[config.mk]
export PLATFORM = sky130hd
export DESIGN_NAME = dhd_accum
export DESIGN_NICKNAME = d
export VERILOG_FILES = /design/src/sv/dhd_pkg.sv /design/src/sv/dhd_accum.sv
export SDC_FILE = /design/constraint.sdc
export NUM_CORES = 1
export LEC_CHECK = 0
export BUFFER_PORTS_ARGS = -buffer_cell sky130_fd_sc_hd__buf_2
export CAP_MARGIN = 20
export CORE_MARGIN = 2
export CORE_UTILIZATION = 30
export CTS_CLUSTER_DIAMETER = 40
export DETAILED_ROUTE_END_ITERATION = 7
export SLEW_MARGIN = 5
export SYNTH_ARGS = -nofsm -noshare
export SYNTH_HDL_FRONTEND = slang
export SYNTH_SLANG_ARGS = --single-unit
[constraint.sdc]
create_clock -name clk -period 7 [get_ports clk]
set_input_delay 0 -clock clk [delete_from_list [all_inputs] [get_ports clk]]
set_output_delay 0 -clock clk [all_outputs]
set_load 0.01 [all_outputs]
[src/sv/dhd_pkg.sv]
// Shared types and constants for the detection head decoder.
// Depends on nothing; every other file in the block imports it.
`timescale 1ns / 1ps

package dhd_pkg;

    localparam int FRAC_W     = 16;
    localparam int CV_W       = 32;
    localparam int BOX_W      = 40;
    localparam int CLS_W      = 7;
    localparam int DIM_W      = 24;
    localparam int CFG_IDX_W  = 3;
    localparam int CFG_DATA_W = 48;

    // Channel positions inside one candidate.
    localparam int CH_CENTER_X   = 0;
    localparam int CH_CENTER_Y   = 1;
    localparam int CH_WIDTH      = 2;
    localparam int CH_HEIGHT     = 3;
    localparam int CH_OBJECTNESS = 4;
    localparam int CH_BOX_COUNT  = 4;

    localparam logic signed [CV_W-1:0] CONF_MAX = 32'sh7FFF_FFFF;
    localparam logic signed [CV_W-1:0] CONF_MIN = 32'sh8000_0000;

    typedef enum logic [CFG_IDX_W-1:0] {
        CFG_WITH_OBJ       = 3'd0,
        CFG_CLASS_COUNT    = 3'd1,
        CFG_CONF_THRESHOLD = 3'd2,
        CFG_TILE_X         = 3'd3,
        CFG_TILE_Y         = 3'd4,
        CFG_SCALE_X        = 3'd5,
        CFG_SCALE_Y        = 3'd6,
        CFG_RASTER_SIZE    = 3'd7
    } cfg_index_t;

    typedef struct packed {
        logic                   with_obj;
        logic [7:0]             class_count;
        logic signed [CV_W-1:0] conf_threshold;
        logic [DIM_W-1:0]       tile_x;
        logic [DIM_W-1:0]       tile_y;
        logic [31:0]            scale_x;
        logic [31:0]            scale_y;
        logic [DIM_W-1:0]       raster_w;
        logic [DIM_W-1:0]       raster_h;
    } cfg_t;

    typedef struct packed {
        logic signed [CV_W-1:0] center_x;
        logic signed [CV_W-1:0] center_y;
        logic signed [CV_W-1:0] size_w;
        logic signed [CV_W-1:0] size_h;
        logic signed [CV_W-1:0] objectness;
        logic signed [CV_W-1:0] best_score;
        logic [CLS_W-1:0]       best_class;
    } cand_t;

    typedef struct packed {
        logic [BOX_W-1:0]       box_x;
        logic [BOX_W-1:0]       box_y;
        logic [BOX_W-1:0]       box_width;
        logic [BOX_W-1:0]       box_height;
        logic [CLS_W-1:0]       class_id;
        logic signed [CV_W-1:0] confidence;
    } det_t;

endpackage

[src/sv/dhd_accum.sv]
// Channel accumulator: sorts each channel value into the candidate state,
// tracks the best class score and hands a finished candidate on. Uses dhd_pkg.
`timescale 1ns / 1ps

module dhd_accum import dhd_pkg::*; #(
    parameter int MAX_CLASSES = 128
) (
    input  logic                   clk,
    input  logic                   rst_n,
    input  cfg_t                   cfg,
    input  logic                   in_valid,
    output logic                   in_ready,
    input  logic signed [CV_W-1:0] in_value,
    output logic                   cap_valid,
    input  logic                   cap_ready,
    output cand_t                  cap
);

    // The class count register is eight bits wide, so it caps the count too.
    localparam int CC_MAX = (MAX_CLASSES < 255) ? MAX_CLASSES : 255;
    localparam int POS_W  = $clog2(CC_MAX + CH_BOX_COUNT + 2);
    localparam logic [7:0] CC_MAX_V = 8'(CC_MAX);

    logic [POS_W-1:0] pos_reg;
    logic [POS_W-1:0] base;
    logic [POS_W-1:0] total;
    logic [POS_W-1:0] cls_off;
    logic [POS_W:0]   pos_inc;
    logic [7:0]       cc_eff;
    logic             last;
    logic             accept;
    cand_t            cand_reg;
    cand_t            cand_next;
    logic             cap_valid_reg;
    cand_t            cap_reg;

    assign accept   = in_valid && in_ready;
    assign in_ready = !cap_valid_reg || cap_ready;

    always_comb
    begin
        if (cfg.class_count == 8'd0)
        begin
            cc_eff = 8'd1;
        end
        else if (cfg.class_count > CC_MAX_V)
        begin
            cc_eff = CC_MAX_V;
        end
        else
        begin
            cc_eff = cfg.class_count;
        end
        base    = POS_W'(CH_BOX_COUNT) + POS_W'(cfg.with_obj);
        total   = base + POS_W'(cc_eff);
        pos_inc = {1'b0, pos_reg} + {{POS_W{1'b0}}, 1'b1};
        // A shrunken channel total after a configuration change also ends
        // the candidate here.
        last    = pos_inc >= {1'b0, total};
        cls_off = pos_reg - base;
    end

    always_comb
    begin
        cand_next = cand_reg;
        if (pos_reg == POS_W'(CH_CENTER_X))
        begin
            cand_next.center_x = in_value;
        end
        else if (pos_reg == POS_W'(CH_CENTER_Y))
        begin
            cand_next.center_y = in_value;
        end
        else if (pos_reg == POS_W'(CH_WIDTH))
        begin
            cand_next.size_w = in_value;
        end
        else if (pos_reg == POS_W'(CH_HEIGHT))
        begin
            cand_next.size_h = in_value;
        end
        else if (cfg.with_obj && pos_reg == POS_W'(CH_OBJECTNESS))
        begin
            cand_next.objectness = in_value;
        end
        else if (pos_reg == base || in_value > $signed(cand_reg.best_score))
        begin
            // Strict compare: the first class keeps a tie.
            cand_next.best_score = in_value;
            cand_next.best_class = CLS_W'(cls_off);
        end
    end

    always_ff @(posedge clk or negedge rst_n)
    begin
        if (!rst_n)
        begin
            pos_reg       <= '0;
            cand_reg      <= '0;
            cap_valid_reg <= 1'b0;
        end
        else
        begin
            if (accept)
            begin
                pos_reg  <= last ? '0 : pos_inc[POS_W-1:0];
                cand_reg <= cand_next;
            end
            if (accept && last)
            begin
                cap_valid_reg <= 1'b1;
            end
            else if (cap_ready)
            begin
                cap_valid_reg <= 1'b0;
            end
        end
    end

    always_ff @(posedge clk)
    begin
        if (accept && last)
        begin
            cap_reg <= cand_next;
        end
    end

    assign cap_valid = cap_valid_reg;
    assign cap       = cap_reg;

`ifndef SYNTHESIS
    a_pos_restart: assert property (@(posedge clk) disable iff (!rst_n)
        (accept && last) |=> (pos_reg == '0 && cap_valid_reg))
        else $error("candidate did not restart after its last channel");
`endif

endmodule

# Yosys cells after proc, flatten, opt, wreduce, memory -nomap -nowiden
# Index checks and enable logic that the tools add are counted.
word_totals:
  ff_bits: 407
  in_bits: 237
  word_cells: 53
classes:
  n_addsub: 4
  n_lt_le_gt_ge: 3
  n_eq_ne: 5
  n_mux: 16
  n_reduce_logical: 9
op_table:
  columns: ["op", "n"]
  rows:
  - ["two-way mux 167 bit", 1]
  - ["two-way mux 32 bit", 5]
  - ["two-way mux 135 bit", 1]
  - ["two-way mux 103 bit", 1]
  - ["two-way mux 39 bit", 2]
  - ["two-way mux 71 bit", 1]
  - ["> comparator 32 bit", 1]
  - ["two-way mux 8 bit", 3]
  - ["equality test 8 x 2 -> 1 bit (second input constant)", 2]
  - ["zero test 8 bit", 2]
  - ["adder 8 x 1 -> 9 bit (second input constant)", 1]
  - [">= comparator 9 x 8 -> 1 bit", 1]
  - ["adder 4 x 8 -> 8 bit", 1]
  - ["equality test 8 x 1 -> 1 bit (second input constant)", 1]
  - ["equality test 8 x 3 -> 1 bit (second input constant)", 1]
  - ["equality test 8 x 4 -> 1 bit", 1]
  - ["> comparator 8 bit (second input constant)", 1]
  - ["subtractor 7 x 4 -> 7 bit", 1]
  - ["adder 3 x 1 -> 4 bit (first input constant)", 1]
  - ["logical AND 1 bit", 3]
  - ["logical OR 1 bit", 2]
  - ["two-way mux 1 bit", 2]
  - ["nonzero test 2 bit", 1]
  - ["zero test 1 bit", 1]

# Logic depth before layout (Yosys ltp)
logic_depth:
  depth_word: 9
  ltp_mapped: 17
  mapped_depth_nobuf: 17

# Worst setup path after synthesis
# Ideal clock, no wire load.
synth_timing:
  kind: "in2reg"
  startpoint: "in cfg[195] (netlist bit)"
  endpoint: "reg cap_reg (netlist bit cap[0]) (enable)"
  arrival_ns: 6.311
  required_time_ns: 6.449
  setup_slack_ns: 0.139
  path_stages: 17
  path_buffers: 0
  path_cell_list: "or4_1 nor4_1 nor2_1 nor2_1 ha_1 ha_1 o21ai_0 xnor2_1 nand2b_1 ha_1 and3_1 a21oi_1 o21ai_0 o41a_1 a21o_1 nand2_1 inv_1"
synth_via:
  elab_chain_cells: 6
  word_cells_on_any_way: 7
  cone_classes: "add/sub (1); order compare (2); mux (2); reduce/logical (2)"
synth_lines:
  columns: ["element", "line", "rtl"]
  rows:
  - ["start: declaration", "dhd_accum.sv:10", "input cfg_t cfg,"]
  - ["> comparator 8 bit", "dhd_accum.sv:46", "else if (cfg.class_count > CC_MAX_V)"]
  - ["two-way mux 8 bit", "dhd_accum.sv:46", null]
  - ["two-way mux 8 bit (*)", "dhd_accum.sv:42", "if (cfg.class_count == 8'd0)"]
  - ["adder 4 x 8 -> 8 bit (*)", "dhd_accum.sv:55", "total = base + POS_W'(cc_eff);"]
  - [">= comparator 9 x 8 -> 1 bit (*)", "dhd_accum.sv:59", "last = pos_inc >= {1'b0, total};"]
  - ["logical AND 1 bit (*)", "dhd_accum.sv:122", "if (accept && last)"]
  - ["end signal: assignment", "dhd_accum.sv:124", "cap_reg <= cand_next;"]
  - ["end: declaration", "dhd_accum.sv:35", "cand_t cap_reg;"]
# Mark *: on every way between the ends. The rest lies on a longest branch, timed or not.
# A chain may end at the register's enable or synchronous reset.

# Final worst setup path
layout_timing:
  startpoint: "in cfg[195] (netlist bit)"
  endpoint: "reg cap_reg (netlist bit cap[64]) (enable)"
# Same word-level chain as after synthesis.

==> flow_summary.toml <==
[run_status]
status = "finished clean"

[grt]
antenna_found_initial = 4
first_global_vias = 12185
grt_start_max_net_pins = 96
track_usage_pct = 15.5
gr-total-overflow = 0
grt_pass1_wl_mm = 71.3

[critical_path]
endpoint_kind = "register"
crit_family = "simple AND/OR/NAND/NOR gates"
slowest_stage = "inv_8"
ff2ff_path_depth = 12
cp_common_cell = "ha_1"
worstPathRequired_ns = 7.24
path_cells = "buf_2 > or4_1 > nor4_1 > nor2_1 > nor2_1 > ha_1 > ha_1 > o21ai_0 > xnor2_1 > nand2b_1 > ha_1 > and3_1 > a21oi_1 > o21ai_0 > o41a_1 > a21o_1 > nand2_1 > inv_8 > buf_4"
cp_data_arrival_time_ns = 4.43
cp.depth = 19
worstPathMaxFanout = 95
critPathKind = "primary input to register"
start_kind = "primary input"
crit_buf_inv = 3
critPathMaxStageDelay_ns = 0.60

[die]
die_x_um = 246
core_area_um2 = 57900
start_util_pct = 30.4
die_area_um2 = 60700
num_io_pins = 438
die_h_um = 246
core.rowCount = 88

[synthesis]
synthArstFlopShare_pct = 51.1
netlist_top_cells_area = "edfxtp_1 (34%), dfrtp_1 (30%), mux2_2 (12%)"
synthFlopType = "dfrtp_1"
netlist.area_leader.share_pct = 33.9
syn_nets = 1761
yosys_warnings = 0
synth_top_area_cell = "edfxtp_1"
synth_seq_area_share_pct = 63.4
synth_edf_count = 199
syn_inst = 1476
syn_area_um2 = 17600
ys_ff_latch = 407
ys_types = 52
synth_area_per_cell_um2 = 11.9

[routing]
drc = 0
vias_per_cell = 4.62
drt_iter0_drc = 690
vias = 12006
wire_per_inst_um = 17.9
drtAntennaViolNets = 0
dr.pass1.iters = 5
drt_wl_total_mm = 46.6

[clocking]
cts_buffer_depth = 3
cts_max_level = 3
cts_buffers = 69
insertion_delay_ns = 0.60
post-cts-setup-buffers = 0
postCtsHoldBufs = 35
cts_tree = "yes"
ctsRootBufferMaster = "clkbuf_16"
cts_resized = 0
clock-sinks = 407
clkTransAtPathRegs_ns = 0.05

[sta]
setup_ws_ns = 2.81
min_period_ns = 4.19
hold_violations = 0
clock_skew_ns = 0.0310
finalCritPeriodShare_pct = 59.9
slew_headroom_pct = 29.1
tightest_slew_ns = 1.06
final.setup.tns_ns = 0
slew_viol_final = 0
finalSetupViolations = 0
rsz0062_at_grt = "no"
clock.fmax_ghz = 0.238

[cells_and_area]
final_cell_mix = "nand2_1 (540), buf_2 (244), dfrtp_1 (208)"
final_nets = 2061
drive_above_1_share_pct = 32.1
syn2layout_area_growth_pct = 27.7
layout_commonest_cell = "nand2_1"
fillers = 5617

[power]
design_power_total_uw = 10300
cellPowerDensity_nw_per_um2 = 456
vdd_ir_drop_max_mv = 0.240
leakagePower_uw = 0.0102

[placed_design]
gp_congestion = 0.780
post-place-ws_ns = 2.23
portBuffers = 245
place_hpwl_mm = 29.4

[flow_run]
max-cap-violations = 0

[worst_hold_path]
hold_path.class = "primary input to asynchronous set/reset pin"
-- area by class of cell --
| cell class | instances | area [um^2] | area share [%] |
|---|---|---|---|
| Antenna cell | 1 | 2.50 | 0.0111 |
| Clock buffer | 75 | 1780 | 7.90 |
| Clock inverter | 53 | 674 | 3.00 |
| Inverter | 41 | 161 | 0.717 |
| Multi-Input combinational cell | 961 | 6030 | 26.8 |
| Sequential cell | 407 | 11200 | 49.7 |
| Tap cell | 765 | 957 | 4.25 |
| Timing Repair Buffer | 296 | 1730 | 7.69 |
-- stage by stage --
step                      hold WS (ns)  cell area (um^2)  util, %  cells
after floorplan                 -0.296             17600        -   1476
after global placement           0.102             19700     34.0   2434
after detailed placement         0.112             19700     34.0   2434
after CTS                       0.0303             22500     38.8   2597
after global routing            0.0499             22500     38.9   2599
final                           0.0132             22500     38.9   2599
-- power by group --
group | total [uW] | switching [uW] | leakage [uW] | internal [uW]
logic | 3030 | 1710 | 0.00452 | 1320
registers | 3700 | 295 | 0.00453 | 3410
clock network | 3530 | 1300 | 0.00118 | 2240
total | 10300 | 3310 | 0.0102 | 6960
-- cells by family after synthesis --
group / synth area share [%]
compound gates: 2.96
simple gates: 13.8
xor+xnor: 0.844
mux: 13.0
fa+ha+maj: 3.41
buf+inv: 2.59
flops: 63.4
-- path summary, 6_finish.rpt --
path	from	slack, ns	endpoint
worst min-delay path	rst_n	0.01	cand_reg[122]
worst min register to register	cand_reg[172]	0.46	cand_reg[172]
worst max-delay path	cfg[195]	2.81	cap[64]
worst max register to register	pos_reg[2]	2.83	cap[64]
min in group clk	in_valid	0.05	cand_reg[72]
max in group asynchronous	rst_n	5.53	cand_reg[38]
-- cells in the mapped netlist (2+ instances only) --
master and count:
a211oi_1 2, a21o_1 3, a21oi_1 15, a221oi_1 2, a31oi_1 2, and3_1 4, and4_1 2, buf_1 12
buf_2 4, buf_4 4, buf_6 4, clkbuf_1 42, dfrtp_1 208, edfxtp_1 199, ha_1 48, inv_1 41
mux2_1 10, mux2_2 183, mux2_4 6, mux2i_1 3, nand2_1 543, nand2b_1 6, nand3_1 10, nand3b_1 3
nand4_1 8, nor2_1 11, nor2b_1 3, nor4_1 3, nor4_2 2, o211ai_1 2, o21ai_0 53, or3_4 2
or4_1 2, xnor2_1 10, xor2_1 7
-- per-layer routing --
metal / global-route usage, % / vias to the layer above / part of all wire (%)
met2: 25.2 / 300 / 48
met4: 6.04 / 4 / 2.7
met5: 0 / - / 0.049
met3: 3.76 / 82 / 5.4
met1: 20.0 / 5954 / 44
li1: - / 5666 / -
(Power assumes the default switching activity.)
